==> src/esc_pkg.sv <==
package esc_pkg;

   // field widths
   localparam int unsigned SecsW   = 32;
   localparam int unsigned YearW   = 12;
   localparam int unsigned MonthW  = 4;
   localparam int unsigned DayW    = 5;
   localparam int unsigned HourW   = 5;
   localparam int unsigned MinuteW = 6;
   localparam int unsigned SecondW = 6;

   // internal widths
   localparam int unsigned DaysW   = 16;  // whole days fit below 2**16
   localparam int unsigned QuotW   = 16;
   localparam int unsigned PcW     = 4;
   localparam int unsigned Mod4W   = 2;
   localparam int unsigned Mod100W = 7;
   localparam int unsigned Mod400W = 9;

   localparam logic [YearW-1:0]   EpochYear   = YearW'(1990);
   localparam logic [Mod4W-1:0]   EpochMod4   = Mod4W'(1990 % 4);
   localparam logic [Mod100W-1:0] EpochMod100 = Mod100W'(1990 % 100);
   localparam logic [Mod400W-1:0] EpochMod400 = Mod400W'(1990 % 400);

   localparam logic [DaysW-1:0] YearLen     = DaysW'(365);
   localparam logic [DaysW-1:0] LeapYearLen = DaysW'(366);
   localparam logic [MonthW-1:0] LastMonth  = MonthW'(11);

   // quotients by reciprocal multiplication: 86400 = 675 << 7, 3600 = 225 << 4,
   // 60 = 15 << 2; each reciprocal is rounded up and exact over its numerator range
   localparam int unsigned DayPreShift   = 7;
   localparam int unsigned DayNumW       = SecsW - DayPreShift;
   localparam int unsigned DayRecipShift = 35;
   localparam int unsigned DayProdW      = DayNumW + 26;
   localparam logic [DayProdW-1:0] DayRecip = DayProdW'(50903317);

   localparam int unsigned HourPreShift   = 4;
   localparam int unsigned HourNumW       = 13;  // remainder of a day is below 2**17
   localparam int unsigned HourRecipShift = 21;
   localparam int unsigned HourProdW      = HourNumW + 14;
   localparam logic [HourProdW-1:0] HourRecip = HourProdW'(9321);

   localparam int unsigned MinPreShift   = 2;
   localparam int unsigned MinNumW       = 10;  // remainder of an hour is below 2**12
   localparam int unsigned MinRecipShift = 14;
   localparam int unsigned MinProdW      = MinNumW + 11;
   localparam logic [MinProdW-1:0] MinRecip = MinProdW'(1093);

   localparam logic [SecsW-1:0] DaySecs  = SecsW'(86400);
   localparam logic [SecsW-1:0] HourSecs = SecsW'(3600);
   localparam logic [SecsW-1:0] MinSecs  = SecsW'(60);

   // opcodes
   localparam logic [2:0] OP_NOP   = 3'd0;
   localparam logic [2:0] OP_LOAD  = 3'd1;
   localparam logic [2:0] OP_QUOT  = 3'd2;
   localparam logic [2:0] OP_REM   = 3'd3;
   localparam logic [2:0] OP_YEAR  = 3'd4;
   localparam logic [2:0] OP_MONTH = 3'd5;
   localparam logic [2:0] OP_EMIT  = 3'd6;

   // divisor select
   localparam logic [1:0] DIV_DAY  = 2'd0;
   localparam logic [1:0] DIV_HOUR = 2'd1;
   localparam logic [1:0] DIV_MIN  = 2'd2;

   // quotient destination
   localparam logic [1:0] DST_NONE = 2'd0;
   localparam logic [1:0] DST_DAYS = 2'd1;
   localparam logic [1:0] DST_HOUR = 2'd2;
   localparam logic [1:0] DST_MIN  = 2'd3;

   // hold condition
   localparam logic [1:0] CND_NEXT     = 2'd0;
   localparam logic [1:0] CND_WAIT_IN  = 2'd1;
   localparam logic [1:0] CND_LOOP     = 2'd2;
   localparam logic [1:0] CND_WAIT_OUT = 2'd3;

   localparam logic [PcW-1:0] PcStart = PcW'(0);
   localparam logic [PcW-1:0] PcLast  = PcW'(9);

   typedef struct packed {
      logic [2:0]     op;
      logic [1:0]     div_sel;
      logic [1:0]     dst;
      logic [1:0]     cond;
      logic [PcW-1:0] next;
   } ucode_type;

   function automatic ucode_type ucode_rom(input logic [PcW-1:0] pc);
      ucode_type w;
      w = '{op: OP_NOP, div_sel: DIV_DAY, dst: DST_NONE, cond: CND_NEXT, next: PcStart};
      case (pc)
         4'd0:  w = '{OP_LOAD,  DIV_DAY,  DST_NONE, CND_WAIT_IN,  4'd1};
         4'd1:  w = '{OP_QUOT,  DIV_DAY,  DST_NONE, CND_NEXT,     4'd2};
         4'd2:  w = '{OP_REM,   DIV_DAY,  DST_DAYS, CND_NEXT,     4'd3};
         4'd3:  w = '{OP_QUOT,  DIV_HOUR, DST_NONE, CND_NEXT,     4'd4};
         4'd4:  w = '{OP_REM,   DIV_HOUR, DST_HOUR, CND_NEXT,     4'd5};
         4'd5:  w = '{OP_QUOT,  DIV_MIN,  DST_NONE, CND_NEXT,     4'd6};
         4'd6:  w = '{OP_REM,   DIV_MIN,  DST_MIN,  CND_NEXT,     4'd7};
         4'd7:  w = '{OP_YEAR,  DIV_DAY,  DST_NONE, CND_LOOP,     4'd8};
         4'd8:  w = '{OP_MONTH, DIV_DAY,  DST_NONE, CND_LOOP,     4'd9};
         4'd9:  w = '{OP_EMIT,  DIV_DAY,  DST_NONE, CND_WAIT_OUT, PcStart};
         default: w = '{OP_NOP, DIV_DAY,  DST_NONE, CND_NEXT,     PcStart};
      endcase
      return w;
   endfunction

   function automatic logic [DayW-1:0] month_length(input logic [MonthW-1:0] m,
                                                    input logic leap);
      logic [DayW-1:0] len;
      case (m)
         4'd1:    len = leap ? DayW'(29) : DayW'(28);
         4'd3, 4'd5, 4'd8, 4'd10: len = DayW'(30);
         default: len = DayW'(31);
      endcase
      return len;
   endfunction

endpackage

==> src/esc_req_if.sv <==
interface esc_req_if;
   import esc_pkg::*;
   logic             valid;
   logic             ready;
   logic [SecsW-1:0] elapsed_seconds;

   modport source (output valid, output elapsed_seconds, input ready);
   modport sink   (input valid, input elapsed_seconds, output ready);
endinterface

==> src/esc_rsp_if.sv <==
interface esc_rsp_if;
   import esc_pkg::*;
   logic               valid;
   logic               ready;
   logic [YearW-1:0]   year;
   logic [MonthW-1:0]  month;
   logic [DayW-1:0]    day_of_month;
   logic [HourW-1:0]   hour;
   logic [MinuteW-1:0] minute;
   logic [SecondW-1:0] second;

   modport source (output valid, output year, output month, output day_of_month,
                   output hour, output minute, output second, input ready);
   modport sink   (input valid, input year, input month, input day_of_month,
                   input hour, input minute, input second, output ready);
endinterface

==> src/epoch_seconds_to_calendar.sv <==
// Converts a 32-bit count of seconds since 1990-01-01 00:00:00 into a Gregorian
// date and time of day, one result beat per request beat. A small microcode
// program in a constant table splits off days, hours and minutes by reciprocal
// multiplication (a quotient step and a remainder step each), then strips whole
// years one per cycle (up to 136) and months one per cycle (up to 11) before it
// registers the result. The next request is taken as soon as the result is
// registered, even while that result still waits on rsp_chan.
module epoch_seconds_to_calendar
   import esc_pkg::*;
(
   input  logic       clock,
   input  logic       reset,
   esc_req_if.sink    req_chan,
   esc_rsp_if.source  rsp_chan
);

   logic [PcW-1:0]     pc_ff, pc_in;
   logic [SecsW-1:0]   acc_ff, acc_in;
   logic [QuotW-1:0]   quot_ff, quot_in;
   logic [DaysW-1:0]   days_ff, days_in;
   logic [HourW-1:0]   hour_ff, hour_in;
   logic [MinuteW-1:0] min_ff, min_in;
   logic [YearW-1:0]   year_ff, year_in;
   logic [Mod4W-1:0]   mod4_ff, mod4_in;
   logic [Mod100W-1:0] mod100_ff, mod100_in;
   logic [Mod400W-1:0] mod400_ff, mod400_in;
   logic [MonthW-1:0]  month_ff, month_in;

   logic               rsp_valid_ff, rsp_valid_in;
   logic [YearW-1:0]   rsp_year_ff;
   logic [MonthW-1:0]  rsp_month_ff;
   logic [DayW-1:0]    rsp_day_ff;
   logic [HourW-1:0]   rsp_hour_ff;
   logic [MinuteW-1:0] rsp_min_ff;
   logic [SecondW-1:0] rsp_sec_ff;

   ucode_type          uw;
   logic               req_fire;
   logic               out_free;
   logic               leap;
   logic [DaysW-1:0]   ylen;
   logic [DaysW-1:0]   mlen;
   logic [DayProdW-1:0]  day_prod;
   logic [HourProdW-1:0] hour_prod;
   logic [MinProdW-1:0]  min_prod;
   logic               year_more;
   logic               month_more;
   logic               hold;
   logic               emit;

   assign uw       = ucode_rom(pc_ff);
   assign req_chan.ready = (uw.op == OP_LOAD);
   assign req_fire = req_chan.valid && req_chan.ready;
   assign out_free = !rsp_valid_ff || rsp_chan.ready;

   assign leap = (mod400_ff == '0) || ((mod100_ff != '0) && (mod4_ff == '0));
   assign ylen = leap ? LeapYearLen : YearLen;
   assign mlen = DaysW'(month_length(month_ff, leap));

   // quotient = (numerator * reciprocal) >> shift
   assign day_prod  = DayProdW'(acc_ff[SecsW-1:DayPreShift]) * DayRecip;
   assign hour_prod = HourProdW'(acc_ff[HourNumW+HourPreShift-1:HourPreShift]) * HourRecip;
   assign min_prod  = MinProdW'(acc_ff[MinNumW+MinPreShift-1:MinPreShift]) * MinRecip;

   assign year_more  = (days_ff >= ylen);
   assign month_more = (month_ff < LastMonth) && (days_ff >= mlen);

   always_comb begin
      case (uw.cond)
         CND_WAIT_IN:  hold = !req_fire;
         CND_LOOP: begin
            case (uw.op)
               OP_YEAR:    hold = year_more;
               OP_MONTH:   hold = month_more;
               default:    hold = 1'b0;
            endcase
         end
         CND_WAIT_OUT: hold = !out_free;
         default:      hold = 1'b0;
      endcase
   end

   assign emit  = (uw.op == OP_EMIT) && out_free;
   assign pc_in = hold ? pc_ff : uw.next;

   // datapath driven by the current control word
   always_comb begin
      acc_in    = acc_ff;
      quot_in   = quot_ff;
      days_in   = days_ff;
      hour_in   = hour_ff;
      min_in    = min_ff;
      year_in   = year_ff;
      mod4_in   = mod4_ff;
      mod100_in = mod100_ff;
      mod400_in = mod400_ff;
      month_in  = month_ff;

      unique case (uw.dst)
         DST_DAYS: days_in = quot_ff;
         DST_HOUR: hour_in = quot_ff[HourW-1:0];
         DST_MIN:  min_in  = quot_ff[MinuteW-1:0];
         default: ;
      endcase

      unique case (uw.op)
         OP_LOAD: begin
            acc_in    = req_chan.elapsed_seconds;
            year_in   = EpochYear;
            mod4_in   = EpochMod4;
            mod100_in = EpochMod100;
            mod400_in = EpochMod400;
            month_in  = '0;
         end
         OP_QUOT: begin
            unique case (uw.div_sel)
               DIV_HOUR: quot_in = QuotW'(hour_prod[HourProdW-1:HourRecipShift]);
               DIV_MIN:  quot_in = QuotW'(min_prod[MinProdW-1:MinRecipShift]);
               default:  quot_in = QuotW'(day_prod[DayProdW-1:DayRecipShift]);
            endcase
         end
         OP_REM: begin
            unique case (uw.div_sel)
               DIV_HOUR: acc_in = acc_ff - SecsW'(quot_ff) * HourSecs;
               DIV_MIN:  acc_in = acc_ff - SecsW'(quot_ff) * MinSecs;
               default:  acc_in = acc_ff - SecsW'(quot_ff) * DaySecs;
            endcase
         end
         OP_YEAR: begin
            if (year_more) begin
               days_in   = days_ff - ylen;
               year_in   = year_ff + YearW'(1);
               mod4_in   = mod4_ff + Mod4W'(1);
               mod100_in = (mod100_ff == Mod100W'(99)) ? '0 : mod100_ff + Mod100W'(1);
               mod400_in = (mod400_ff == Mod400W'(399)) ? '0 : mod400_ff + Mod400W'(1);
            end
         end
         OP_MONTH: begin
            if (month_more) begin
               days_in  = days_ff - mlen;
               month_in = month_ff + MonthW'(1);
            end
         end
         default: ;
      endcase
   end

   assign rsp_valid_in = emit || (rsp_valid_ff && !rsp_chan.ready);

   always_ff @(posedge clock) begin
      if (reset) begin
         pc_ff        <= PcStart;
         rsp_valid_ff <= 1'b0;
      end else begin
         pc_ff        <= pc_in;
         rsp_valid_ff <= rsp_valid_in;
      end
   end

   always_ff @(posedge clock) begin
      acc_ff    <= acc_in;
      quot_ff   <= quot_in;
      days_ff   <= days_in;
      hour_ff   <= hour_in;
      min_ff    <= min_in;
      year_ff   <= year_in;
      mod4_ff   <= mod4_in;
      mod100_ff <= mod100_in;
      mod400_ff <= mod400_in;
      month_ff  <= month_in;
   end

   // result register, the seconds are what the minute division leaves
   always_ff @(posedge clock) begin
      if (emit) begin
         rsp_year_ff  <= year_ff;
         rsp_month_ff <= month_ff + MonthW'(1);
         rsp_day_ff   <= days_ff[DayW-1:0] + DayW'(1);
         rsp_hour_ff  <= hour_ff;
         rsp_min_ff   <= min_ff;
         rsp_sec_ff   <= acc_ff[SecondW-1:0];
      end
   end

   assign rsp_chan.valid        = rsp_valid_ff;
   assign rsp_chan.year         = rsp_year_ff;
   assign rsp_chan.month        = rsp_month_ff;
   assign rsp_chan.day_of_month = rsp_day_ff;
   assign rsp_chan.hour         = rsp_hour_ff;
   assign rsp_chan.minute       = rsp_min_ff;
   assign rsp_chan.second       = rsp_sec_ff;

`ifndef SYNTHESIS
   a_pc_in_program: assert property (@(posedge clock) disable iff (reset)
      pc_ff <= PcLast)
      else $error("step counter left the program");

   a_accept_starts_divide: assert property (@(posedge clock) disable iff (reset)
      req_fire |=> (pc_ff == PcW'(1)))
      else $error("accepted beat did not start the day division");

   a_emit_in_range: assert property (@(posedge clock) disable iff (reset)
      emit |-> (month_ff <= LastMonth) && (days_ff < DaysW'(31))
               && (hour_ff < HourW'(24)) && (min_ff < MinuteW'(60))
               && (acc_ff < SecsW'(60)))
      else $error("calendar fields out of range at emit");

   a_emit_loads_result: assert property (@(posedge clock) disable iff (reset)
      emit |=> rsp_valid_ff)
      else $error("result not presented after emit");
`endif

endmodule

==> src/flat_wrapper.sv <==
// flat-port wrapper written by rule: the top's interface ports become plain ports
module epoch_seconds_to_calendar_flat import esc_pkg::*;
  (clock, reset, req_chan_valid, req_chan_elapsed_seconds, req_chan_ready, rsp_chan_valid, rsp_chan_year, rsp_chan_month, rsp_chan_day_of_month, rsp_chan_hour, rsp_chan_minute, rsp_chan_second, rsp_chan_ready);
  esc_req_if req_chan_i ();
  esc_rsp_if rsp_chan_i ();
  input  logic clock;
  input  logic reset;
  input wire logic [$bits(req_chan_i.valid)-1:0] req_chan_valid;
  input wire logic [$bits(req_chan_i.elapsed_seconds)-1:0] req_chan_elapsed_seconds;
  output wire logic [$bits(req_chan_i.ready)-1:0] req_chan_ready;
  output wire logic [$bits(rsp_chan_i.valid)-1:0] rsp_chan_valid;
  output wire logic [$bits(rsp_chan_i.year)-1:0] rsp_chan_year;
  output wire logic [$bits(rsp_chan_i.month)-1:0] rsp_chan_month;
  output wire logic [$bits(rsp_chan_i.day_of_month)-1:0] rsp_chan_day_of_month;
  output wire logic [$bits(rsp_chan_i.hour)-1:0] rsp_chan_hour;
  output wire logic [$bits(rsp_chan_i.minute)-1:0] rsp_chan_minute;
  output wire logic [$bits(rsp_chan_i.second)-1:0] rsp_chan_second;
  input wire logic [$bits(rsp_chan_i.ready)-1:0] rsp_chan_ready;
  assign req_chan_i.valid = req_chan_valid;
  assign req_chan_i.elapsed_seconds = req_chan_elapsed_seconds;
  assign req_chan_ready = req_chan_i.ready;
  assign rsp_chan_valid = rsp_chan_i.valid;
  assign rsp_chan_year = rsp_chan_i.year;
  assign rsp_chan_month = rsp_chan_i.month;
  assign rsp_chan_day_of_month = rsp_chan_i.day_of_month;
  assign rsp_chan_hour = rsp_chan_i.hour;
  assign rsp_chan_minute = rsp_chan_i.minute;
  assign rsp_chan_second = rsp_chan_i.second;
  assign rsp_chan_i.ready = rsp_chan_ready;
  epoch_seconds_to_calendar u_core (.clock(clock), .reset(reset), .req_chan(req_chan_i), .rsp_chan(rsp_chan_i));
endmodule
==> config.mk <==
export PLATFORM = sky130hd
export DESIGN_NAME = epoch_seconds_to_calendar_flat
export DESIGN_NICKNAME = d
export VERILOG_FILES = /design/src/esc_pkg.sv /design/src/esc_req_if.sv /design/src/esc_rsp_if.sv /design/src/epoch_seconds_to_calendar.sv /design/src/flat_wrapper.sv
export SDC_FILE = /design/constraint.sdc
export NUM_CORES = 2
export LEC_CHECK = 0
export BUFFER_PORTS_ARGS = -buffer_cell sky130_fd_sc_hd__buf_4
export CAP_MARGIN = 40
export CORE_AREA = 2 2 241 243
export CTS_CLUSTER_DIAMETER = 80
export DETAILED_ROUTE_END_ITERATION = 8
export DIE_AREA = 0 0 243 245
export PLACE_DENSITY_LB_ADDON = 0.12
export SETUP_SLACK_MARGIN = 0.4
export SLEW_MARGIN = 20
export SYNTH_ARGS = -nofsm -noshare
export SYNTH_HDL_FRONTEND = slang
export SYNTH_SLANG_ARGS = --single-unit
==> constraint.sdc <==
create_clock -name clock -period 9.6 [get_ports clock]
set_clock_uncertainty 0.05 [all_clocks]
set_input_delay 0 -clock clock [delete_from_list [all_inputs] [get_ports clock]]
set_output_delay 0 -clock clock [all_outputs]
set_load 0.01 [all_outputs]
### After elaboration in Yosys (flattened, before gate mapping)

Memories as Yosys holds them, arrays and structs flattened. A register that Yosys moved wholly into a read port is not among the register bits.
Index checks and enable logic that the tools add are counted.

| storage, ports and cells | value |
|---|---|
| output and inout bits | 40 |
| register bits after elaboration | 152 |
| memories kept | 1 |
| input port bits | 36 |
| logic and storage cells | 109 |
| bits in read-only memories | 208 |

| cells by class | value |
|---|---|
| $add $sub $neg | 11 |
| equality and inequality tests | 23 |
| reduce and logical (&&, ||, !) cells | 21 |
| magnitude comparators | 3 |
| muxes and demuxes | 26 |
| multipliers | 6 |

Memories:

| name | depth | bits a word | rd ports | clocked after memory_dff | wr ports | line | RTL |
|---|---|---|---|---|---|---|---|
| (no name shown) | 16 | 13 | 1 | 1 | 0 | esc_pkg.sv:93 | `case (pc)` |

Operators with widths:

| operator | count |
|---|---|
| one-hot mux 32 bit (2 select lines) | 2 |
| one-hot mux 16 bit (2 select lines) | 2 |
| multiplier 25 x 26 -> 51 bit (second input constant) | 1 |
| two-way mux 16 bit | 3 |
| subtractor 32 x 22 -> 32 bit | 1 |
| subtractor 32 x 28 -> 32 bit | 1 |
| subtractor 32 bit | 1 |
| multiplier 13 x 14 -> 27 bit (second input constant) | 1 |
| multiplier 16 x 10 -> 25 bit (second input constant) | 1 |
| multiplier 16 x 8 -> 24 bit (second input constant) | 1 |
| one-hot mux 12 bit (2 select lines) | 1 |
| multiplier 10 x 11 -> 21 bit (second input constant) | 1 |
| multiplier 16 x 4 -> 20 bit (second input constant) | 1 |
| two-way mux 9 bit | 2 |
| one-hot mux 9 bit (2 select lines) | 1 |
| greater-or-equal comparator 16 bit | 1 |
| greater-or-equal comparator 16 x 5 -> 1 bit | 1 |
| subtractor 16 bit | 1 |
| subtractor 16 x 5 -> 16 bit | 1 |
| two-way mux 7 bit | 2 |
| one-hot mux 7 bit (2 select lines) | 1 |
| adder 12 x 1 -> 12 bit (second input constant) | 1 |
| two-way mux 12 bit | 1 |
| two-way mux 4 bit | 3 |
| 34 further kinds | 58 |

### Longest topological paths before layout

| logic depth | value |
|---|---|
| word-level depth | 11 |
| mapped depth | 29 |
| mapped depth without buffers | 29 |

### Worst setup path after synthesis

OpenSTA, ideal clock, no wires.

| path | value |
|---|---|
| path kind | flip-flop to flip-flop |
| from | register u_core.acc_ff[12] |
| to | register u_core.quot_ff[9] (data pin) |
| slack | 2.951 ns |
| stages on the path, launching flop included | 24 |
| arrival | 6.341 ns |
| path buffers | 0 |
| required time | 9.293 ns |
| clock period less this slack | 6.649 ns |
| library setup time | 0.257 ns |
| cell sequence | edfxtp_1 > inv_1 > ha_1 > inv_1 > fa_1 > ha_1 > inv_1 > fa_1 > inv_1 > fa_1 > fa_1 > inv_1 > fa_1 > inv_1 > ha_1 > nand3_1 > or3_1 > o31ai_1 > a211oi_1 > o31ai_1 > a41o_1 > a31oi_1 > xor2_1 > nor2_1 |

| between the ends | value |
|---|---|
| word-level cells in the longest chain between the ends | 2 |

Ends and longest elaborated chain:

| what | line | RTL |
|---|---|---|
| from (decl) | epoch_seconds_to_calendar.sv:18 | `logic [SecsW-1:0] acc_ff, acc_in;` |
| from (signal assigned) | epoch_seconds_to_calendar.sv:161 | `acc_ff <= acc_in;` |
| multiplier 25 x 26 -> 51 bit | epoch_seconds_to_calendar.sv:61 | `assign day_prod = DayProdW'(acc_ff[SecsW-1:DayPreShift]) * DayRecip;` |
| one-hot mux 16 bit (2 select lines) | epoch_seconds_to_calendar.sv:116 | `unique case (uw.div_sel)` |
| to (signal assigned) | epoch_seconds_to_calendar.sv:162 | `quot_ff <= quot_in;` |
| to (decl) | epoch_seconds_to_calendar.sv:19 | `logic [QuotW-1:0] quot_ff, quot_in;` |

Every way passes these cells.
A chain may end at the register's enable or synchronous reset.

### Worst setup path after layout

| path | value |
|---|---|
| from | register u_core.acc_ff[21] |
| to | register u_core.quot_ff[15] (data pin) |

The elaborated chain is that of the path after synthesis.

==> impl_metrics.env <==
export IMPL_status="complete, no violations"
export IMPL_slowest_delay_ps=860
export IMPL_place_ws_ps=1260
export IMPL_max_freq_mhz=123
export IMPL_num_fill_cells=5247
export IMPL_relSlewSlack=0.415
export IMPL_syn_inst=3098
export IMPL_coreArea_um2=57000
export IMPL_tightest_slew_ps=868
export IMPL_drt_pass1_iterations=5
export IMPL_post_cts_buffers=0
export IMPL_ys_types=82
export IMPL_nNetsFinal=4200
export IMPL_rows=88
export IMPL_clkLatencyLatePin_ps=470
export IMPL_use_met1=0.399
export IMPL_gp_congestion=0.940
export IMPL_grt_max_degree=40
export IMPL_min_path_type="in2reg"
export IMPL_cts_num_sinks=163
export IMPL_cts_buffers=17
export IMPL_synth_edff_count=131
export IMPL_crit_chain="inv_1, ha_1, inv_1, fa_1, ha_1, fa_1, fa_1, inv_1, fa_1, fa_1, inv_1, ha_1, a21oi_1, o21ai_0, a2111oi_0, dlymetal6s2s_1, o2bb2ai_1, a211oi_1, o21bai_1, a31oi_1, o21ai_0, a211oi_1, nor3b_1"
export IMPL_grt_met3_usage=0.0327
export IMPL_clock_root_buffer="clkbuf_16"
export IMPL_crit_buf_inv=5
export IMPL_setup_slack_ps=1490
export IMPL_async_flop_share=0
export IMPL_start_kind="register"
export IMPL_clk_pin_slew_ps=80
export IMPL_critPathMaxFanout=12
export IMPL_min_period_over_period=0.845
export IMPL_cts_repair_resize_count=0
export IMPL_clock_path_buffers=2
export IMPL_syn_area_per_cell_um2=9.45
export IMPL_antenna_found_initial=0
export IMPL_crit_family="adder cells"
export IMPL_required_ps=9770
export IMPL_syn_nets=4087
export IMPL_layout_common_cells="674 x inv_1, 662 x ha_1, 291 x fa_1"
export IMPL_num_antenna_cells=0
export IMPL_cts_htree_levels=4
export IMPL_die_h_um=245
export IMPL_slowest_stage="edfxtp_1"
export IMPL_grt_pass1_wl_um=128000
export IMPL_fin_crit_ps=8110
export IMPL_port_buffer_count=75
export IMPL_die_w_um=243
export IMPL_initial_core_util=0.513
export IMPL_routed_wirelength_um=80300
export IMPL_vias=22200
export IMPL_viasPerCell=5.58
export IMPL_hold_ws_ps=152
export IMPL_synth_seq_cells=163
export IMPL_gr_usage_met2=0.449
export IMPL_dp_hpwl_um=66500
export IMPL_finalMaxSlewViolations=0
export IMPL_ys_warn_count=0
export IMPL_groute_usage_overall=0.277
export IMPL_cp_end_kind="register"
export IMPL_synth_flop_cell="edfxtp_1"
export IMPL_cts_tree="built"
export IMPL_drive_above_1_share=0.0493
export IMPL_synth_area_um2=29300
export IMPL_maxCapViolCount=0
export IMPL_drt_iter0_drc=1620
export IMPL_grt_busiest_layer="met2"
export IMPL_grt_setup_unrepaired="false"
export IMPL_ios=76
export IMPL_overflow=0
export IMPL_arrival_ps=8280
export IMPL_seq_area_frac_synth=0.156
export IMPL_drc=0
export IMPL_finish_utilization=0.557
export IMPL_hold_viol_final=0
export IMPL_crit_type="reg2reg"
export IMPL_final_common_cell="inv_1"
export IMPL_cp_common_cell="fa_1"
export IMPL_ant_nets=0
export IMPL_grt_pass1_vias=22700
export IMPL_area_growth_pct=8.59
export IMPL_wire_per_inst_um=20.1
export IMPL_final_setup_tns_ps=0
export IMPL_setup_viol=0
export IMPL_dieArea_um2=59500
==> worst paths after layout <==
kind                           from                              end  slack (ps)  depth (start not counted)
setup / recovery  u_core.acc_ff[21]               u_core.quot_ff[15]        1490                         23
hold / removal       rsp_chan_ready  u_core.rsp_chan.day_of_month[4]         150                          3
setup reg to reg  u_core.acc_ff[21]               u_core.quot_ff[15]        1490                         23
hold reg to reg   u_core.hour_ff[0]          u_core.rsp_chan.hour[0]         370                          0
==> synthesized netlist by cell type (all sizes together) (8+ instances only) <==
cell type | count | area share
nor2b | 23 | 0.0049
a31oi | 16 | 0.0034
mux2i | 17 | 0.0058
o31ai | 9 | 0.0025
nor2 | 150 | 0.020
a41oi | 9 | 0.0027
edfxtp | 131 | 0.13
xor2 | 72 | 0.022
nor3 | 35 | 0.0060
o21a | 18 | 0.0046
nand4 | 12 | 0.0026
inv | 674 | 0.086
a21oi | 138 | 0.024
nand2b | 25 | 0.0053
clkbuf | 33 | 0.0042
and3 | 21 | 0.0047
o221ai | 10 | 0.0030
and2 | 12 | 0.0026
a221oi | 20 | 0.0060
o21bai | 20 | 0.0051
nand2 | 134 | 0.017
nand3 | 46 | 0.0079
or2 | 8 | 0.0017
o21ai | 124 | 0.022
a211oi | 30 | 0.0077
or3 | 24 | 0.0051
xnor2 | 107 | 0.032
fa | 291 | 0.20
dfxtp | 32 | 0.022
ha | 662 | 0.28
a21o | 60 | 0.015
o211ai | 13 | 0.0033
o22ai | 14 | 0.0030
==> state kept, by name, summed over array words and instances (netlist names), 7 cells and up <==
name	cells
u_core.quot_ff	16
u_core.acc_ff	32
u_core.mod100_ff	7
u_core.days_ff	16
u_core.uw	11
u_core.mod400_ff	9
u_core.rsp_chan.year	12
u_core.year_ff	12
==> layer usage <==
layer | up-vias | routed length, µm
li1 | 10700 | -
met1 | 10900 | 38600
met2 | 554 | 36300
met3 | 77 | 3970
met4 | 0 | 1320
met5 | - | 0
==> worst reg2reg max path, stage by stage (launching register included) <==
cell,delay (ps)
edfxtp_1,860
inv_1,250
ha_1,340
inv_1,70
fa_1,460
ha_1,370
fa_1,490
fa_1,550
inv_1,60
fa_1,510
fa_1,550
inv_1,40
ha_1,320
a21oi_1,140
o21ai_0,100
a2111oi_0,400
dlymetal6s2s_1,220
o2bb2ai_1,100
a211oi_1,640
o21bai_1,360
a31oi_1,370
o21ai_0,200
a211oi_1,320
nor3b_1,90
==> stage by stage <==
step	cells	cell area, µm²
3_5_place_dp	3918	30800
3_3_place_gp	3915	30800
6_report	3989	31800
2_1_floorplan	3098	29300
5_1_grt	3989	31800
4_1_cts	3985	31700
==> what timing repair did <==
item,CTS,global route
endpoints found under the setup margin,0,0
hold buffers,35,0
endpoints found under the hold margin,48,0
==> area by class of cell <==
cell class,count,area (µm²),area share
flip-flops and latches,163,4570,0.144
multi-input cells,2220,22000,0.693
inverters,676,2540,0.0798
clock buffers,21,470,0.0148
well taps,765,957,0.0301
repair buffers,133,1130,0.0357
clock inverters,11,85.1,0.00268
==> kinds of logic (layout without fill, tap and decap cells) <==
family,count (synthesis),count (layout),share of synthesized area
fa+ha+maj,953,953,0.482
buf+inv,715,841,0.0918
compound gates,553,553,0.126
simple gates,517,517,0.0846
xor+xnor,179,179,0.0536
flops,163,163,0.156
mux,18,18,0.00620
Power is left out: the tool's default activity adds up to more than one toggle a clock period on the data nets, which glitch-free logic cannot reach.
